[src/rtl/sacad_pkg.sv]
// shared types and constants for the sort and duplicate count block
package sacad_pkg;

	localparam int CAPACITY = 32;
	localparam int VALUE_W  = 32;
	localparam int PAIR_W   = 5;
	localparam logic [PAIR_W-1:0] PAIR_MAX = {PAIR_W{1'b1}};

	typedef struct packed {
		logic signed [VALUE_W-1:0] value_in;
		logic                      last_in;
	} item_t;

	typedef struct packed {
		logic signed [VALUE_W-1:0] sorted_value;
		logic                      equals_next;
		logic [PAIR_W-1:0]         pair_count;
		logic                      overflow;
		logic                      last_out;
	} result_t;

	// broadcast control from the sequencer to every cell
	typedef struct packed {
		logic                      insert;
		logic                      drain;
		logic signed [VALUE_W-1:0] value;
	} cell_ctrl_t;

endpackage

[src/rtl/sacad_cell.sv]
// one cell of the sorted insertion chain
module sacad_cell (
	input  logic                               clk,
	input  logic                               arst_n,
	input  sacad_pkg::cell_ctrl_t              ctrl,
	input  logic                               left_gt,
	input  logic                               left_valid,
	input  logic signed [sacad_pkg::VALUE_W-1:0] left_value,
	input  logic                               right_valid,
	input  logic signed [sacad_pkg::VALUE_W-1:0] right_value,
	output logic                               valid,
	output logic signed [sacad_pkg::VALUE_W-1:0] value,
	output logic                               gt
);

	logic                                  valid_q;
	logic signed [sacad_pkg::VALUE_W-1:0]  value_q;

	// empty cell acts as plus infinity
	assign gt    = !valid_q || (value_q > ctrl.value);
	assign valid = valid_q;
	assign value = value_q;

	always_ff @(posedge clk or negedge arst_n) begin
		if (!arst_n) begin
			valid_q <= 1'b0;
		end else if (ctrl.insert) begin
			valid_q <= valid_q | left_valid;
		end else if (ctrl.drain) begin
			valid_q <= right_valid;
		end
	end

	always_ff @(posedge clk) begin
		if (ctrl.insert && gt) begin
			value_q <= left_gt ? left_value : ctrl.value;
		end else if (ctrl.drain) begin
			value_q <= right_value;
		end
	end

endmodule

[src/rtl/sort_and_count_adjacent_duplicates_core.sv]
// top level: insertion-sort cell chain with ordered unload and pair counting
//
// values enter one beat per cycle on the item channel and are placed at once
// into a chain of CAPACITY cells kept in ascending signed order; there is no
// load stall while loading. the beat with last_in set ends the set: once the
// sequencer is in its unload state the chain shifts toward cell 0 and one
// result beat leaves per cycle (slower if result_stall is held), n results
// for n stored values. while a set unloads item_stall is high, so no new
// value is taken until it has left. a value that arrives with the chain full
// is dropped and every result of that set carries overflow. equals_next flags
// a value equal to its successor; pair_count, valid on the last_out beat,
// counts such pairs and saturates at its maximum, and is zero on other beats.
module sort_and_count_adjacent_duplicates_core (
	input  logic                clk,
	input  logic                arst_n,
	input  logic                item_valid,
	output logic                item_stall,
	input  sacad_pkg::item_t    item,
	output logic                result_valid,
	input  logic                result_stall,
	output sacad_pkg::result_t  result
);

	localparam logic ST_LOAD  = 1'b0;
	localparam logic ST_DRAIN = 1'b1;

	logic                                  state_q;
	logic                                  overflow_q;
	logic [sacad_pkg::PAIR_W-1:0]          pairs_q;
	logic                                  result_valid_q;
	sacad_pkg::result_t                    result_q;

	sacad_pkg::cell_ctrl_t                 ctrl;
	logic [sacad_pkg::CAPACITY-1:0]        cell_valid;
	logic [sacad_pkg::CAPACITY-1:0]        cell_gt;
	logic signed [sacad_pkg::VALUE_W-1:0]  cell_value [sacad_pkg::CAPACITY];

	logic                                  accept;
	logic                                  full;
	logic                                  take;
	logic                                  head_eq;
	logic                                  head_last;
	logic [sacad_pkg::PAIR_W-1:0]          pairs_next;

	// handshake
	assign item_stall   = (state_q == ST_DRAIN);
	assign accept       = item_valid && !item_stall;
	assign full         = cell_valid[sacad_pkg::CAPACITY-1];
	assign result_valid = result_valid_q;
	assign result       = result_q;

	// unload one cell when the output register is free or being emptied
	assign take = (state_q == ST_DRAIN) && (!result_valid_q || !result_stall);

	assign ctrl.insert = accept && !full;
	assign ctrl.drain  = take;
	assign ctrl.value  = item.value_in;

	// the cell chain
	for (genvar i = 0; i < sacad_pkg::CAPACITY; i++) begin : g_cell
		logic                                 l_gt;
		logic                                 l_valid;
		logic signed [sacad_pkg::VALUE_W-1:0] l_value;
		logic                                 r_valid;
		logic signed [sacad_pkg::VALUE_W-1:0] r_value;

		if (i == 0) begin : g_head
			// head always fills on insert; nothing to its left is larger
			assign l_gt    = 1'b0;
			assign l_valid = 1'b1;
			assign l_value = '0;
		end else begin : g_body
			assign l_gt    = cell_gt[i-1];
			assign l_valid = cell_valid[i-1];
			assign l_value = cell_value[i-1];
		end

		if (i == sacad_pkg::CAPACITY - 1) begin : g_tail
			assign r_valid = 1'b0;
			assign r_value = '0;
		end else begin : g_inner
			assign r_valid = cell_valid[i+1];
			assign r_value = cell_value[i+1];
		end

		sacad_cell u_cell (
			.clk         (clk),
			.arst_n      (arst_n),
			.ctrl        (ctrl),
			.left_gt     (l_gt),
			.left_valid  (l_valid),
			.left_value  (l_value),
			.right_valid (r_valid),
			.right_value (r_value),
			.valid       (cell_valid[i]),
			.value       (cell_value[i]),
			.gt          (cell_gt[i])
		);
	end

	// head of chain compared with its successor
	assign head_last = !cell_valid[1];
	assign head_eq   = cell_valid[1] && (cell_value[0] == cell_value[1]);

	always_comb begin
		if (head_eq && (pairs_q != sacad_pkg::PAIR_MAX)) begin
			pairs_next = pairs_q + 1'b1;
		end else begin
			pairs_next = pairs_q;
		end
	end

	// sequencer, overflow flag and pair counter
	always_ff @(posedge clk or negedge arst_n) begin
		if (!arst_n) begin
			state_q    <= ST_LOAD;
			overflow_q <= 1'b0;
			pairs_q    <= '0;
		end else begin
			case (state_q)
				ST_LOAD: begin
					if (accept) begin
						if (full) begin
							overflow_q <= 1'b1;
						end
						if (item.last_in) begin
							state_q <= ST_DRAIN;
						end
					end
				end
				ST_DRAIN: begin
					if (take) begin
						if (head_last) begin
							state_q    <= ST_LOAD;
							overflow_q <= 1'b0;
							pairs_q    <= '0;
						end else begin
							pairs_q <= pairs_next;
						end
					end
				end
				default: begin
					state_q <= ST_LOAD;
				end
			endcase
		end
	end

	// output register
	always_ff @(posedge clk or negedge arst_n) begin
		if (!arst_n) begin
			result_valid_q <= 1'b0;
		end else if (take) begin
			result_valid_q <= 1'b1;
		end else if (!result_stall) begin
			result_valid_q <= 1'b0;
		end
	end

	always_ff @(posedge clk) begin
		if (take) begin
			result_q.sorted_value <= cell_value[0];
			result_q.equals_next  <= head_eq;
			result_q.pair_count   <= head_last ? pairs_next : '0;
			result_q.overflow     <= overflow_q;
			result_q.last_out     <= head_last;
		end
	end

	// occupied cells always form a solid run starting at the head
	a_cells_packed: assert property (@(posedge clk) disable iff (!arst_n)
		((cell_valid >> 1) & ~cell_valid) == '0)
		else $error("gap in occupied cells");

	// unloading never starts or runs on an empty chain
	a_drain_nonempty: assert property (@(posedge clk) disable iff (!arst_n)
		(state_q == ST_DRAIN) |-> cell_valid[0])
		else $error("unload with empty chain");

	// after the final cell leaves, the set state is back to its start
	a_set_cleared: assert property (@(posedge clk) disable iff (!arst_n)
		(take && head_last) |=> (cell_valid == '0 && pairs_q == '0 && !overflow_q
			&& state_q == ST_LOAD))
		else $error("set state not cleared after final result");

	// a last_out beat is produced only from the final occupied cell
	a_last_from_tail: assert property (@(posedge clk) disable iff (!arst_n)
		take |=> (result_q.last_out == (cell_valid == '0)))
		else $error("last_out disagrees with chain contents");

endmodule

[config.mk]
export PLATFORM = sky130hd
export DESIGN_NAME = sort_and_count_adjacent_duplicates_core
export DESIGN_NICKNAME = d
export VERILOG_FILES = /design/src/rtl/sacad_pkg.sv /design/src/rtl/sacad_cell.sv /design/src/rtl/sort_and_count_adjacent_duplicates_core.sv
export SDC_FILE = /design/constraint.sdc
export NUM_CORES = 2
export LEC_CHECK = 0
export ABC_AREA = 1
export BUFFER_PORTS_ARGS = -buffer_cell sky130_fd_sc_hd__buf_2
export CELL_PAD_IN_SITES_DETAIL_PLACEMENT = 1
export CELL_PAD_IN_SITES_GLOBAL_PLACEMENT = 1
export CORE_UTILIZATION = 38
export CTS_CLUSTER_DIAMETER = 60
export CTS_CLUSTER_SIZE = 16
export DETAILED_ROUTE_END_ITERATION = 8
export GPL_ROUTABILITY_DRIVEN = 0
export GPL_TIMING_DRIVEN = 0
export PLACE_DENSITY_LB_ADDON = 0.08
export SYNTH_ARGS = -nofsm -noshare
export SYNTH_HDL_FRONTEND = slang
export SYNTH_SLANG_ARGS = --single-unit
[constraint.sdc]
create_clock -name clk -period 6.76 [get_ports clk]
set_clock_uncertainty 0.05 [all_clocks]
set_input_delay 0.338 -clock clk [delete_from_list [all_inputs] [get_ports clk]]
set_output_delay 0.338 -clock clk [all_outputs]
set_load 0.03 [all_outputs]
==> run_results.csv <==
group,metric,value,unit
status,status,"finished, violations left",
status,violations,"capacitance limit, slew limit",
clocking,cts_tree,"yes",
sta,final.min_clock_period,5.827,ns
synthesis,synth-seq-area-share,38.86,%
pwr,power.leakage,47.50,nW
synthesis,netlist_area,84800,sq um
synthesis,synth.area.top_cells,"edfxtp_1 38%, nand2_1 24%, ha_1 15%",
sta,finalSetupViolCount,0,
finish,drive_gt1_share,7.665,%
detailed_routing,firstDrtPassIters,6,
setup_path,startpoint_type,"input port",
global_routing,first_global_vias,87200,
floorplan,core,222100,sq um
sta,worstMarginPinSlew,1.705,ns
detailed_routing,via_count,86520,
run,cap_violations,8,
finish,stdcell_count,14890,
placement,place_hpwl,333.6,mm
detailed_routing,route.detailed.drc,0,
clocking,cts_setup_buffers,0,
floorplan,row_count,173,
finish,area_growth_syn_to_layout,13.21,%
global_routing,grt.overflow.total,0,
placement,place_inst,14570,
synthesis,synth_async_sr_flop_share,3.623,%
clocking,cts_buffers,152,
synthesis,yosys_most_used_dff,"edfxtp_1",
global_routing,grt_pass1_wl,612.8,mm
synthesis,synth_edf_count,1064,
synthesis,post-synth-top-count-cell,"nand2_1",
synthesis,synth.distinct_cells,45,
clocking,cts_root_buf,"clkbuf_16",
sta,max_freq,0.1716,GHz
pwr,peakVddDrop,0.0002877,V
sta,slew_headroom,-13.69,%
global_routing,grt_max_degree,45,
detailed_routing,drtAntennaViolNets,0,
floorplan,die_w,474.4,um
synthesis,ys_warn_count,0,
setup_path,worstPathRequired,7.17,ns
global_routing,antenna_found_initial,45,
synthesis,yosys-top-cells-count,"5,434 x nand2_1, 1,325 x nand3_1, 1,064 x edfxtp_1, 994 x ha_1, 576 x inv_1",
clocking,clk_pin_slew,0.06,ns
clocking,clk_latency,0.87,ns
synthesis,synth.top_cell.area_share,37.68,%
setup_path,path_max_fanout,32,
detailed_routing,viasPerCell,5.811,
floorplan,dieArea,225100,sq um
clocking,h-tree-depth,4,
finish,final_nets,12790,
setup_path,arrival,6.24,ns
sta,hold_violations,0,
global_routing,grt_usage,38.30,%
synthesis,ys_seq_elements,1104,
clocking,clk_path_buf_depth,3,
detailed_routing,wirelength,438.7,mm
setup_path,cp-end-kind,"register",
placement,io_buffers,69,
floorplan,die_h,474.4,um
sta,slew_violations,76,
detailed_routing,drt_iter0_markers,8380,
synthesis,postSynthAreaPerCell,7.395,sq um
floorplan,start_util,38.19,%
sta,hold-worst-slack,0.1219,ns
setup_path,worstSetupPathType,"in -> reg",
floorplan,io-pin-count,79,
sta,timing.final.crit_share,86.20,%
sta,rsz0062_at_grt,"false",
synthesis,syn_inst,11470,
pwr,power_density,580.7,nW/um^2
detailed_routing,wire_per_inst,29.47,um
clocking,numClockSinks,1104,
synthesis,synthesis.nets,12500,
hold_path,hold_path_class,"in -> reg",
synthesis,synth.largest_area_cell,"edfxtp_1",
## sequential cells by signal, indices dropped and copies added (netlist names)
register / count
overflow_q: 1
pairs_q: 5
g_cell.u_cell.valid: 32
item_stall: 1
result: 40
result_valid: 1
g_cell.u_cell.value: 1024
## cells by family (layout without fill, tap and decap cells)
group / after synthesis / after routing / synth area share (%)
xor+xnor: 13 / 13 / 0.1343
other cells: 0 / 28 / 0
fa+ha+maj: 994 / 994 / 14.67
compound gates: 788 / 788 / 5.095
simple gates: 7349 / 7349 / 35.24
buf+inv: 1219 / 1637 / 6.009
flops: 1104 / 1104 / 38.86
## worst max-delay path, cell delays in order
cell	delay, ns
clkbuf_1	1.14
clkinv_2	1.04
ha_1	0.60
nand2_1	0.05
nor2_1	0.12
nand2_1	0.11
nor3_1	0.59
nand2_1	0.23
nand3_1	0.14
nand3_2	0.22
a21oi_4	0.38
inv_1	0.25
buf_2	0.25
nand2_2	0.66
## timing repair
| action | in CTS | in global routing |
|---|---|---|
| resized for setup | 0 | 0 |
| hold buffers | 5 | 0 |
| endpoints found under the hold margin | 43 | 0 |
## area by class of cell
cell class / count / area (sq um)
Tap cell: 2975 / 3722
Antenna cell: 28 / 70.07
Inverter: 610 / 2327
Buffer: 609 / 2964
Clock buffer: 163 / 3886
Fill cell: 27720 / 126100
Timing Repair Buffer: 135 / 1819
Sequential cell: 1104 / 32950
Multi-Input combinational cell: 9144 / 46840
Clock inverter: 120 / 1426
## metrics by stage
step	setup TNS, ns	utilization (%)	instance area, sq um	setup WS, ns	power [W]
6_report	0	43.23	96000	0.9329	0.05575
5_1_grt	0	43.20	95940	1.038	0.05921
4_1_cts	0	43.16	95840	1.077	0.05516
3_5_place_dp	0	40.74	90480	0.1831	0.04621
3_3_place_gp	-4134.03	40.02	88870	-3.214	0.04459
2_1_floorplan	0	-	84800	2.552	0.03428
## metal layers
| layer | vias up | GRT usage [%] | share of wire (%) |
|---|---|---|---|
| met5 | - | 0 | 0.032 |
| met4 | 20 | 28.98 | 8.4 |
| met3 | 1380 | 8.176 | 7.8 |
| met2 | 3782 | 63.03 | 47 |
| met1 | 42660 | 43.46 | 37 |
| li1 | 38670 | - | - |
## path summary, 6_finish.rpt
path | start | to | slack [ns] | cells after the start
max | item[29] | g_cell[7].u_cell.value[5]$_DFFE_PP_ | 0.93 | 14
min | item[32] | g_cell[24].u_cell.value[31]$_DFFE_PP_ | 0.12 | 5
max reg2reg | g_cell[7].u_cell.value[31]$_DFFE_PP_ | g_cell[7].u_cell.value[5]$_DFFE_PP_ | 2.26 | 12
min reg2reg | result_valid$_DFFE_PN0P_ | result_valid$_DFFE_PN0P_ | 0.47 | 2
max in group asynchronous | arst_n | g_cell[14].u_cell.valid$_DFFE_PN0P_ | 5.80 | 2
min in group asynchronous | arst_n | g_cell[4].u_cell.valid$_DFFE_PN0P_ | 0.23 | 2
## layout by cell type, fill, tap and decap left out, types with 14 or more instances in the layout
master and count:
nand2_1 5402, nand3_1 1325, edfxtp_1 1064, ha_1 994, inv_1 576, a21oi_1 486, nor2_1 377, buf_2 300
clkbuf_1 209, o21ai_0 179, clkbuf_16 153, nand4_1 92, nand2_2 76, o21a_1 65, clkbuf_2 57, buf_4 51
buf_1 40, dfrtp_1 40, buf_16 31, inv_6 30, diode_2 28, nor3_1 28, inv_2 24, clkbuf_4 23
buf_12 23, a21o_1 21, clkinv_4 19, bufinv_16 18, clkinv_1 16, clkinvlp_4 16, clkinv_2 14, nand3_2 14
## power breakdown
| part | leakage (nW) | switching (W) | internal [W] |
|---|---|---|---|
| registers | 11.0 | 0.00527 | 0.0134 |
| logic | 34.0 | 0.0196 | 0.00859 |
| clock network | 2.55 | 0.00385 | 0.00498 |
Power figures use the tool's default switching activity.
